--- src/hdl/imsfp_pkg.sv ---
// ----------------------------------------------------------------------------
// IMU serial frame parser package
// Shared types, byte codes and the frame type lookup.
// ----------------------------------------------------------------------------
package imsfp_pkg;

   // Frame layout
   localparam int FRAME_BYTES = 11;
   localparam logic [3:0] DATA_START = 4'd2;
   localparam logic [3:0] CHECK_POS = 4'(FRAME_BYTES - 1);
   localparam int PAYLOAD_COUNT = FRAME_BYTES - 3;

   // Byte codes
   localparam logic [7:0] HEADER_BYTE = 8'h55;
   localparam logic [7:0] TYPE_LO = 8'h50;
   localparam logic [7:0] TYPE_HI = 8'h5F;

   localparam logic [7:0] TYPE_TIME = 8'h50;
   localparam logic [7:0] TYPE_ACCEL = 8'h51;
   localparam logic [7:0] TYPE_GYRO = 8'h52;
   localparam logic [7:0] TYPE_ANGLE = 8'h53;
   localparam logic [7:0] TYPE_MAG = 8'h54;
   localparam logic [7:0] TYPE_PRESS = 8'h56;

   // Frame kind codes on the result channel
   localparam logic [2:0] KIND_TIME = 3'd0;
   localparam logic [2:0] KIND_ACCEL = 3'd1;
   localparam logic [2:0] KIND_GYRO = 3'd2;
   localparam logic [2:0] KIND_ANGLE = 3'd3;
   localparam logic [2:0] KIND_MAG = 3'd4;
   localparam logic [2:0] KIND_PRESS = 3'd5;

   typedef enum logic [1:0] {
      PHASE_HEADER = 2'd0,
      PHASE_TYPE = 2'd1,
      PHASE_DATA = 2'd2
   } phase_type;

   typedef struct packed {
      logic valid;
      logic [7:0] rx_byte;
   } byte_stage_type;

   typedef struct packed {
      logic [2:0] frame_kind;
      logic signed [15:0] word_a;
      logic signed [15:0] word_b;
      logic signed [15:0] word_c;
      logic signed [15:0] word_d;
   } result_type;

   typedef struct packed {
      logic known;
      logic [2:0] kind;
   } kind_lookup_type;

   // Map a frame type byte to its kind; unknown types are flagged
   function automatic kind_lookup_type kind_of_type(input logic [7:0] type_byte);
      kind_lookup_type lookup;
      lookup.known = 1'b1;
      lookup.kind = KIND_TIME;
      unique case (type_byte)
         TYPE_TIME: lookup.kind = KIND_TIME;
         TYPE_ACCEL: lookup.kind = KIND_ACCEL;
         TYPE_GYRO: lookup.kind = KIND_GYRO;
         TYPE_ANGLE: lookup.kind = KIND_ANGLE;
         TYPE_MAG: lookup.kind = KIND_MAG;
         TYPE_PRESS: lookup.kind = KIND_PRESS;
         default: lookup.known = 1'b0;
      endcase
      return lookup;
   endfunction

endpackage

--- src/hdl/imsfp_byte_if.sv ---
// ----------------------------------------------------------------------------
// Serial byte channel
// Valid/ready channel carrying one received byte per transaction.
// ----------------------------------------------------------------------------
interface imsfp_byte_if;
   logic valid;
   logic ready;
   logic [7:0] rx_byte;

   modport source (output valid, output rx_byte, input ready);
   modport sink (input valid, input rx_byte, output ready);
endinterface

--- src/hdl/imsfp_frame_if.sv ---
// ----------------------------------------------------------------------------
// Frame result channel
// Valid/ready channel carrying one decoded frame per transaction.
// ----------------------------------------------------------------------------
interface imsfp_frame_if;
   logic valid;
   logic ready;
   logic [2:0] frame_kind;
   logic signed [15:0] word_a;
   logic signed [15:0] word_b;
   logic signed [15:0] word_c;
   logic signed [15:0] word_d;

   modport source (output valid, output frame_kind, output word_a, output word_b,
                   output word_c, output word_d, input ready);
   modport sink (input valid, input frame_kind, input word_a, input word_b,
                 input word_c, input word_d, output ready);
endinterface

--- src/hdl/imsfp_in_stage.sv ---
// ----------------------------------------------------------------------------
// IMU frame parser input register
// Captures one byte per transaction and holds it until the parser takes it.
// ----------------------------------------------------------------------------
module imsfp_in_stage
   import imsfp_pkg::*;
(
   input logic clock,
   input logic reset,
   imsfp_byte_if.sink req_chan,
   input logic advance,
   output byte_stage_type byte_out
);

   logic valid_ff;
   logic valid_in;
   logic [7:0] byte_ff;
   logic take;

   // Accept a new byte when empty or when the held byte moves on this cycle
   assign req_chan.ready = !valid_ff || advance;
   assign take = req_chan.valid && req_chan.ready;

   always_comb begin
      valid_in = valid_ff;
      if (take) begin
         valid_in = 1'b1;
      end else if (advance) begin
         valid_in = 1'b0;
      end
   end

   always_ff @(posedge clock) begin
      if (reset) begin
         valid_ff <= 1'b0;
      end else begin
         valid_ff <= valid_in;
      end
   end

   // Capture payload
   always_ff @(posedge clock) begin
      if (take) begin
         byte_ff <= req_chan.rx_byte;
      end
   end

   assign byte_out.valid = valid_ff;
   assign byte_out.rx_byte = byte_ff;

endmodule

--- src/hdl/imsfp_frame_fsm.sv ---
// ----------------------------------------------------------------------------
// IMU frame parser state machine
// Tracks header, type, payload and checksum of an 11-byte frame and
// produces a decoded frame when the checksum matches a known type.
// ----------------------------------------------------------------------------
module imsfp_frame_fsm
   import imsfp_pkg::*;
(
   input logic clock,
   input logic reset,
   input byte_stage_type byte_in,
   input logic out_free,
   output logic advance,
   output logic load,
   output result_type result
);

   phase_type phase_ff;
   phase_type phase_in;
   logic [3:0] pos_ff;
   logic [3:0] pos_in;
   logic [7:0] sum_ff;
   logic [7:0] sum_in;
   logic [7:0] type_ff;
   logic [7:0] store_ff [PAYLOAD_COUNT];
   logic type_we;
   logic store_we;
   logic emit;
   logic [3:0] slot;
   logic [7:0] b;
   kind_lookup_type lookup;

   assign b = byte_in.rx_byte;
   assign slot = pos_ff - DATA_START;
   assign lookup = kind_of_type(type_ff);

   // Next state and result decision for the held byte
   always_comb begin
      phase_in = phase_ff;
      pos_in = pos_ff;
      sum_in = sum_ff;
      type_we = 1'b0;
      store_we = 1'b0;
      emit = 1'b0;
      unique case (phase_ff)
         PHASE_TYPE: begin
            if (b >= TYPE_LO && b <= TYPE_HI) begin
               type_we = 1'b1;
               sum_in = sum_ff + b;
               pos_in = DATA_START;
               phase_in = PHASE_DATA;
            end else begin
               phase_in = PHASE_HEADER;
            end
         end
         PHASE_DATA: begin
            if (pos_ff >= CHECK_POS) begin
               phase_in = PHASE_HEADER;
               pos_in = '0;
               emit = (b == sum_ff) && lookup.known;
            end else begin
               store_we = 1'b1;
               sum_in = sum_ff + b;
               pos_in = pos_ff + 4'd1;
            end
         end
         default: begin
            // Header search; the unused phase code behaves the same
            phase_in = PHASE_HEADER;
            if (b == HEADER_BYTE) begin
               sum_in = b;
               pos_in = 4'd1;
               phase_in = PHASE_TYPE;
            end
         end
      endcase
   end

   // Hold the byte only when it has a result and the output is full
   assign advance = byte_in.valid && (!emit || out_free);
   assign load = advance && emit;

   always_ff @(posedge clock) begin
      if (reset) begin
         phase_ff <= PHASE_HEADER;
         pos_ff <= '0;
         sum_ff <= '0;
      end else if (advance) begin
         phase_ff <= phase_in;
         pos_ff <= pos_in;
         sum_ff <= sum_in;
      end
   end

   // Frame type and payload storage
   always_ff @(posedge clock) begin
      if (advance && type_we) begin
         type_ff <= b;
      end
      if (advance && store_we) begin
         store_ff[slot[2:0]] <= b;
      end
   end

   // Assemble little-endian words from the stored payload
   assign result.frame_kind = lookup.kind;
   assign result.word_a = {store_ff[1], store_ff[0]};
   assign result.word_b = {store_ff[3], store_ff[2]};
   assign result.word_c = {store_ff[5], store_ff[4]};
   assign result.word_d = {store_ff[7], store_ff[6]};

`ifndef SYNTH
   a_emit_at_check: assert property (@(posedge clock) disable iff (reset)
      load |-> (phase_ff == PHASE_DATA && pos_ff == CHECK_POS))
      else $error("frame result outside checksum position");

   a_data_pos_range: assert property (@(posedge clock) disable iff (reset)
      phase_ff == PHASE_DATA |-> (pos_ff >= DATA_START && pos_ff <= CHECK_POS))
      else $error("byte position out of range in data phase");

   a_header_to_type: assert property (@(posedge clock) disable iff (reset)
      (advance && phase_ff == PHASE_HEADER && b == HEADER_BYTE)
      |=> (phase_ff == PHASE_TYPE && sum_ff == HEADER_BYTE))
      else $error("header byte did not start a frame");
`endif

endmodule

--- src/hdl/imsfp_out_stage.sv ---
// ----------------------------------------------------------------------------
// IMU frame parser result register
// Holds one decoded frame until the receiver takes it.
// ----------------------------------------------------------------------------
module imsfp_out_stage
   import imsfp_pkg::*;
(
   input logic clock,
   input logic reset,
   input logic load,
   input result_type result,
   output logic out_free,
   imsfp_frame_if.source rsp_chan
);

   logic valid_ff;
   logic valid_in;
   result_type result_ff;

   // Free when empty or when the held frame leaves this cycle
   assign out_free = !valid_ff || rsp_chan.ready;

   always_comb begin
      valid_in = valid_ff;
      if (load) begin
         valid_in = 1'b1;
      end else if (rsp_chan.ready) begin
         valid_in = 1'b0;
      end
   end

   always_ff @(posedge clock) begin
      if (reset) begin
         valid_ff <= 1'b0;
      end else begin
         valid_ff <= valid_in;
      end
   end

   always_ff @(posedge clock) begin
      if (load) begin
         result_ff <= result;
      end
   end

   assign rsp_chan.valid = valid_ff;
   assign rsp_chan.frame_kind = result_ff.frame_kind;
   assign rsp_chan.word_a = result_ff.word_a;
   assign rsp_chan.word_b = result_ff.word_b;
   assign rsp_chan.word_c = result_ff.word_c;
   assign rsp_chan.word_d = result_ff.word_d;

endmodule

--- src/hdl/imu_serial_frame_parser.sv ---
// ----------------------------------------------------------------------------
// IMU serial frame parser
// Recognizes 11-byte IMU frames in a received byte stream and returns the
// frame kind with four signed 16-bit payload words.
//
// Usage:
//   req_chan carries one received byte per transaction. rsp_chan carries one
//   decoded frame (kind plus words a..d) for each frame whose checksum
//   matches and whose type is time, accel, gyro, angle, magnetic or pressure.
//   Bad type bytes, checksum mismatches and unknown types give no result.
//   Throughput is one byte per cycle while no finished frame waits for a full
//   result register; the byte passes an input register, the parsing logic and
//   the result register. The result is registered in the result register once
//   the checksum byte leaves the input register, and is then valid on rsp_chan.
//   Reset (synchronous) returns the parser to header search and empties both
//   registers; no result is pending afterwards.
//   When the receiver stalls with a result held, bytes that produce no
//   result keep flowing; a byte that completes another frame waits in the
//   input register, and req_chan.ready drops once that register is full.
// ----------------------------------------------------------------------------
module imu_serial_frame_parser
   import imsfp_pkg::*;
(
   input logic clock,
   input logic reset,
   imsfp_byte_if.sink req_chan,
   imsfp_frame_if.source rsp_chan
);

   byte_stage_type byte_stage;
   result_type result;
   logic advance;
   logic load;
   logic out_free;

   imsfp_in_stage u_in_stage (
      .clock (clock),
      .reset (reset),
      .req_chan (req_chan),
      .advance (advance),
      .byte_out (byte_stage)
   );

   imsfp_frame_fsm u_frame_fsm (
      .clock (clock),
      .reset (reset),
      .byte_in (byte_stage),
      .out_free (out_free),
      .advance (advance),
      .load (load),
      .result (result)
   );

   imsfp_out_stage u_out_stage (
      .clock (clock),
      .reset (reset),
      .load (load),
      .result (result),
      .out_free (out_free),
      .rsp_chan (rsp_chan)
   );

endmodule
--- src/flat_wrapper.sv ---
// flat-port wrapper written by rule: the top's interface ports become plain ports
module imu_serial_frame_parser_flat import imsfp_pkg::*;
  (clock, reset, req_chan_valid, req_chan_rx_byte, req_chan_ready, rsp_chan_valid, rsp_chan_frame_kind, rsp_chan_word_a, rsp_chan_word_b, rsp_chan_word_c, rsp_chan_word_d, rsp_chan_ready);
  imsfp_byte_if req_chan_i ();
  imsfp_frame_if rsp_chan_i ();
  input logic clock;
  input logic reset;
  input wire logic [$bits(req_chan_i.valid)-1:0] req_chan_valid;
  input wire logic [$bits(req_chan_i.rx_byte)-1:0] req_chan_rx_byte;
  output wire logic [$bits(req_chan_i.ready)-1:0] req_chan_ready;
  output wire logic [$bits(rsp_chan_i.valid)-1:0] rsp_chan_valid;
  output wire logic [$bits(rsp_chan_i.frame_kind)-1:0] rsp_chan_frame_kind;
  output wire logic [$bits(rsp_chan_i.word_a)-1:0] rsp_chan_word_a;
  output wire logic [$bits(rsp_chan_i.word_b)-1:0] rsp_chan_word_b;
  output wire logic [$bits(rsp_chan_i.word_c)-1:0] rsp_chan_word_c;
  output wire logic [$bits(rsp_chan_i.word_d)-1:0] rsp_chan_word_d;
  input wire logic [$bits(rsp_chan_i.ready)-1:0] rsp_chan_ready;
  assign req_chan_i.valid = req_chan_valid;
  assign req_chan_i.rx_byte = req_chan_rx_byte;
  assign req_chan_ready = req_chan_i.ready;
  assign rsp_chan_valid = rsp_chan_i.valid;
  assign rsp_chan_frame_kind = rsp_chan_i.frame_kind;
  assign rsp_chan_word_a = rsp_chan_i.word_a;
  assign rsp_chan_word_b = rsp_chan_i.word_b;
  assign rsp_chan_word_c = rsp_chan_i.word_c;
  assign rsp_chan_word_d = rsp_chan_i.word_d;
  assign rsp_chan_i.ready = rsp_chan_ready;
  imu_serial_frame_parser u_core (.clock(clock), .reset(reset), .req_chan(req_chan_i), .rsp_chan(rsp_chan_i));
endmodule
--- config.mk ---
export PLATFORM = sky130hd
export DESIGN_NAME = imu_serial_frame_parser_flat
export DESIGN_NICKNAME = d
export VERILOG_FILES = /design/src/hdl/imsfp_pkg.sv /design/src/hdl/imsfp_byte_if.sv /design/src/hdl/imsfp_frame_if.sv /design/src/hdl/imsfp_in_stage.sv /design/src/hdl/imsfp_frame_fsm.sv /design/src/hdl/imsfp_out_stage.sv /design/src/hdl/imu_serial_frame_parser.sv /design/src/flat_wrapper.sv
export SDC_FILE = /design/constraint.sdc
export NUM_CORES = 1
export LEC_CHECK = 0
export BUFFER_PORTS_ARGS = -buffer_cell sky130_fd_sc_hd__buf_2
export CAP_MARGIN = 20
export CORE_ASPECT_RATIO = 1.25
export CORE_MARGIN = 2
export CORE_UTILIZATION = 59
export CTS_BUF_LIST = sky130_fd_sc_hd__clkbuf_4 sky130_fd_sc_hd__clkbuf_8
export DETAILED_ROUTE_END_ITERATION = 16
export HOLD_SLACK_MARGIN = 0.15
export PLACE_DENSITY = 0.78
export SLEW_MARGIN = 20
export SYNTH_ARGS = -nofsm -noshare
export SYNTH_HDL_FRONTEND = slang
export SYNTH_SLANG_ARGS = --single-unit
--- constraint.sdc ---
create_clock -name clock -period 6.1 [get_ports clock]
set_input_delay 0.61 -clock clock [delete_from_list [all_inputs] [get_ports clock]]
set_output_delay 0.61 -clock clock [all_outputs]
set_load 0.03 [all_outputs]
After elaboration in Yosys (flattened, before gate mapping):

Memories as Yosys holds them, arrays and structs flattened. A register that Yosys moved wholly into a read port is not among the register bits.
Index checks and enable logic that the tools add are counted.
Widths: inputs -> output; s select.

* register bits: 35
* bits in latches: 0
* input bits: 12
* output and inout port bits: 69
* word-level logic and storage cells: 74
* memories: 1
* RAM bits: 64
* bits in read-only memories: 0

Memory list
* u_core.u_frame_fsm.store_ff: words 8, width 8, read ports 8, clocked after Yosys merged registers in 8, write ports 1, RTL line imsfp_frame_fsm.sv:25 `logic [7:0] store_ff [PAYLOAD_COUNT];`

* order comparisons: 3
* add/subtract/negate cells: 3
* bitwise logic cells: 0
* reductions and logical operators: 20
* mux-type cells: 26
* shift operators: 0
* divide/modulo/power cells: 0
* equality and inequality tests: 13
* multipliers: 0

Operators with widths (number)
* $eq 8x7->1 const B: 7
* $mux 8: 3
* $pmux 8 s2: 1
* $pmux 3 s5: 1
* $mux 1: 14
* $mux 4: 3
* $add 8x8->8: 1
* $eq 8x8->1: 1
* $ge 8x7->1 const B: 1
* $le 8x7->1 const B: 1
* $pmux 4 s2: 1
* $logic_and 1x1->1: 7
* $ne 2x2->1 const B: 3
* $reduce_or 6->1: 1
* $add 4x1->4 const B: 1
* $ge 4x4->1 const B: 1
* $mux 2: 2
* $pmux 2 s2: 1
* $reduce_and 4->1: 1
* $reduce_bool 2->1: 2
* $logic_not 1->1: 3
* $logic_or 1x1->1: 3
* $reduce_and 3->1: 1
* $reduce_bool 3->1: 1
* 4 further kinds: 4

Depth between registers and ports, before layout:

* word-level depth: 12
* depth in mapped cells: 8
* mapped depth without buffers: 8

Cells and area by module:

A second synthesis with hierarchy kept.

* cell total of the unflattened synthesis: 336
* area total of the unflattened synthesis: 5848.1 sq um

By module, submodules not included
* imsfp_frame_fsm: cells an instance 251, area an instance 3487.1 sq um, instances 1, sequential area each 2442.3 sq um
* imsfp_out_stage: cells an instance 71, area an instance 2058.2 sq um, instances 1, sequential area each 2031.9 sq um
* imsfp_in_stage: cells an instance 14, area an instance 302.8 sq um, instances 1, sequential area each 260.2 sq um

Least setup slack after synthesis:

Ideal clock, no wire load.

* path kind: register to register
* start point: register u_core.u_in_stage.byte_ff[5]
* end point: register, netlist name rsp_chan_word_a[0]
* slack: 1.018 ns
* period minus slack after synthesis: 5.082 ns
* required time: 5.608 ns
* cell stages (with the launch flop): 7
* arrival: 4.590 ns
* buffers on the path: 0
* library setup time: 0.492 ns
* path through: edfxtp_1 > ha_1 > nor4_1 > nand2_1 > nor4b_2 > nand2_1 > nor2_1

* word-level cells in the longest chain between the ends: 8

RTL lines
* start: declaration: RTL line imsfp_in_stage.sv:17 `logic [7:0] byte_ff;`
* start signal: assignment: RTL line imsfp_in_stage.sv:44 `byte_ff <= req_chan.rx_byte;`
* $eq 8x8->1 *: RTL line imsfp_frame_fsm.sv:60 `emit = (b == sum_ff) && lookup.known;`
* $logic_and 1x1->1 *: RTL line imsfp_frame_fsm.sv:60
* $mux 1 *: RTL line imsfp_frame_fsm.sv:57 `if (pos_ff >= CHECK_POS) begin`
* $mux 1 *: RTL line imsfp_frame_fsm.sv:45 `unique case (phase_ff)`
* $logic_not 1->1: RTL line imsfp_frame_fsm.sv:80 `assign advance = byte_in.valid && (!emit || out_free);`
* $logic_or 1x1->1: RTL line imsfp_frame_fsm.sv:80
* $logic_and 1x1->1: RTL line imsfp_frame_fsm.sv:80
* $logic_and 1x1->1 *: RTL line imsfp_frame_fsm.sv:81 `assign load = advance && emit;`
* net u_core.load: RTL line imu_serial_frame_parser.sv:33 `logic load;`

Mark *: on every way through the listed nets, which the timed path passes. The rest lies on a longest branch.
A chain may end at the register's enable or synchronous reset.

Worst setup path in the final report:

* start point: register u_core.u_in_stage.byte_ff[5]
* end point: register, netlist name rsp_chan_word_c[3]

* word-level cells in the longest chain between the ends: 8

RTL lines (RTL line)
* $eq 8x8->1 *: imsfp_frame_fsm.sv:60
* $logic_and 1x1->1 *: imsfp_frame_fsm.sv:60
* $mux 1 *: imsfp_frame_fsm.sv:57
* $mux 1 *: imsfp_frame_fsm.sv:45
* $logic_not 1->1: imsfp_frame_fsm.sv:80
* $logic_or 1x1->1: imsfp_frame_fsm.sv:80
* $logic_and 1x1->1: imsfp_frame_fsm.sv:80
* $logic_and 1x1->1 *: imsfp_frame_fsm.sv:81
* net u_core.load: imu_serial_frame_parser.sv:33

Marked as above.

==> flow_metrics.py <==
metrics = {
    "power_and_ir_drop": {
        "switching_share": 0.1895,
        "pwr-share-comb": 0.013,
        "p_int_mw": 1.721,
        "leakage_nw": 2.378,
        "clkPwrFrac": 0.405,
        "p_sw_uw": 402.3,
        "p_seq_frac": 0.582,
        "ir_drop_uv": 152.3,
        "power.density_nw_per_um2": 308.2,
    },
    "logic_synthesis": {
        "synth_ff_type": "edfxtp_1",
        "syn_nets": 360,
        "synth_common_cells": "edfxtp_1, nor2_1, nand2_1",
        "synth.most_common_cell": "edfxtp_1",
        "synth-simple-area-share": 0.08050,
        "synth_top_family_by_area": "simple AND/OR/NAND/NOR gates",
        "synth_fa_ha_area_frac": 0.02676,
        "ys_seq_area_frac": 0.8037,
        "synth_edf_count": 147,
        "netlist_instances": 336,
        "synth.largest_area_cell": "edfxtp_1",
        "syn_area_per_cell_um2": 17.53,
        "async_reset_ff_frac": 0,
        "syn_area_um2": 5891,
        "synthMuxAreaShare": 0.008709,
        "synth_cell_types": 56,
        "yosysWarnings": 0,
        "synth-compound-area-share": 0.06606,
        "synth_area_leaders": "edfxtp_1, dfxtp_1, ha_1",
        "synth.top_cell.area_share": 0.7494,
        "yosys.area_share.xor_xnor": 0.001487,
        "synth-seq-cells": 163,
    },
    "floorplanning": {
        "die_area_um2": 10800,
        "die_h_um": 115.7,
        "pin_count": 81,
        "start_util": 0.6098,
        "rows": 40,
        "core-area_um2": 9659,
        "die_x_um": 93.37,
    },
    "hold_path": {
        "hold_class": "input port to flip-flop",
        "holdPathStages": 1,
    },
    "route": {
        "drt_iter0_markers": 225,
        "detail_route.wl_per_cell_um": 19.85,
        "postRouteAntennaNets": 0,
        "vias": 3166,
        "dr.pass1.iters": 4,
        "route.detailed.drc": 0,
        "routed_via_density": 5.574,
        "routed_wl_um": 11270,
    },
    "timing": {
        "tns_ns": 0,
        "rsz0062_at_grt": "false",
        "fmax_mhz": 255.4,
        "finClkSkew_ns": 0.01128,
        "tightest_slew_ns": 1.015,
        "period_needed_ns": 3.916,
        "hold_viol": 0,
        "relSlewSlack": 0.3215,
        "post-route-period-util": 0.6420,
        "finalSetupViolCount": 0,
        "slew_viol_final": 0,
    },
    "status": {
        "status": "finished clean",
    },
    "flow_run": {
        "cap_violations": 0,
    },
    "clock_network": {
        "clock_sinks": 163,
        "h-tree-depth": 4,
        "root_buffer": "clkbuf_8",
        "cts_hold_buf": 0,
        "cts_buffer_depth": 2,
        "post_cts_buffers": 0,
        "cts_inserted_buffers": 17,
        "clk_latency_ns": 0.44,
        "cts.repair.resized": 0,
        "cts_tree": "built",
        "clk_pin_slew_worst_paths_ns": 0.08,
    },
    "grt": {
        "grt_pass1_vias": 3180,
        "grt_max_degree": 38,
        "grtUsageMet2": 0.3957,
        "met3_usage": 0.05787,
        "overflow": 0,
        "grt_pass1_wl_um": 17150,
        "gr-usage-met1": 0.2628,
        "grt_usage": 0.2242,
        "antenna_found_initial": 1,
        "grt_busiest_layer": "met2",
    },
    "placement": {
        "hpwl_um": 7414,
        "port_buffers": 80,
        "place_congestion": 0.8600,
    },
    "worst_setup_path": {
        "endpoint_kind": "flip-flop",
        "reg2reg_depth": 7,
        "path_max_fanout": 37,
        "cp.required_ns": 6.20,
        "worstSetupPathType": "flip-flop to flip-flop",
        "crit_arrival_ns": 4.01,
        "startpoint_type": "flip-flop",
    },
    "final_layout": {
        "nFillCells": 590,
        "fin_nets": 452,
        "syn_to_final_growth_pct": 16.93,
        "post-route-util": 0.7131,
        "layout-drive-gt1-share": 0.2902,
    },
}
==> stage by stage <==
stage	total power [mW]	instance area (um2)	setup WS, ns	instances	hold WS, ns
after floorplan	1.269	5891	1.018	336	0.4003
after global placement	1.286	6426	2.251	535	0.4014
after detailed placement	1.287	6426	2.148	535	0.4045
after CTS	2.131	6875	2.146	567	0.3183
after global routing	2.177	6885	1.816	567	0.3117
final	2.123	6888	2.184	568	0.3429
==> final cells by class <==
cell class | instances | area (um2) | area share
Sequential cell | 163 | 4735 | 0.6874
Multi-Input combinational cell | 155 | 1099 | 0.1595
Timing Repair Buffer | 81 | 407.9 | 0.05922
Clock buffer | 24 | 299.0 | 0.04342
Tap cell | 126 | 157.7 | 0.02289
Clock inverter | 8 | 150.1 | 0.02180
Inverter | 10 | 37.54 | 0.005450
Antenna cell | 1 | 2.502 | 0.0003633
==> path summary, 6_finish.rpt <==
path	endpoint	slack [ns]	start
setup / recovery	rsp_chan_word_c[3]	2.18	u_core.u_in_stage.byte_ff[5]
hold / removal	u_core.u_in_stage.byte_ff[7]	0.34	req_chan_rx_byte[7]
setup reg to reg	rsp_chan_word_c[3]	2.18	u_core.u_in_stage.byte_ff[5]
hold reg to reg	rsp_chan_word_b[10]	0.42	u_core.u_frame_fsm.store_ff[3][2]
==> logic make-up (layout without fill, tap and decap cells) <==
family	count (synthesis)	count (layout)
other	0	1
xor gates and xnor gates	1	1
DFF	163	163
AOI/OAI and AO/OA	50	50
muxes	5	5
adders and majority gates	12	12
buffers and inverters	18	123
and+or+nand+nor	87	87
==> per-layer routing <==
layer  wire length, um  vias up
met5                 0        -
li1                  -     1483
met3               631       16
met4               173        0
met1              4346     1564
met2              6121      103
==> power by group through the flow <==
stage	combinational [mW]	clock [mW]	sequential, mW
after floorplan	0.0201	0	1.25
after global placement	0.0273	0	1.26
after detailed placement	0.0277	0	1.26
after CTS	0.0279	0.869	1.23
after global routing	0.0314	0.910	1.24
final	0.0280	0.860	1.23
==> cells in the final DEF (no fill, tap or decap), drive strengths merged, types with 5 or more instances in the layout <==
cell type  count
dfxtp         16
buf           81
nand2         20
nand3          5
inv           11
nand2b         6
ha            11
clkbuf        24
o21ai         10
edfxtp       147
a21oi         10
a211oi         8
nor2          25
==> flip-flops by register name, indices dropped and copies added, names as in the netlist, 3 cells and up <==
register and cells:
rsp_chan_word_a 16, rsp_chan_word_b 16, rsp_chan_word_c 16, rsp_chan_word_d 16, u_core.u_frame_fsm.pos_ff 4, u_core.u_frame_fsm.store_ff 64, u_core.u_frame_fsm.sum_ff 8, u_core.u_frame_fsm.type_ff 8
u_core.u_in_stage.byte_ff 8, u_core.u_out_stage.rsp_chan.frame_kind 3
==> worst max-delay path, stage by stage (launching register included) <==
cell,delay (ns)
edfxtp_1,0.58
ha_1,0.45
nor4_1,0.48
nand2_1,0.21
nor4b_2,0.36
nand2_1,0.16
nor2_4,0.79
buf_4,0.50
Power figures use the tool's default switching activity.
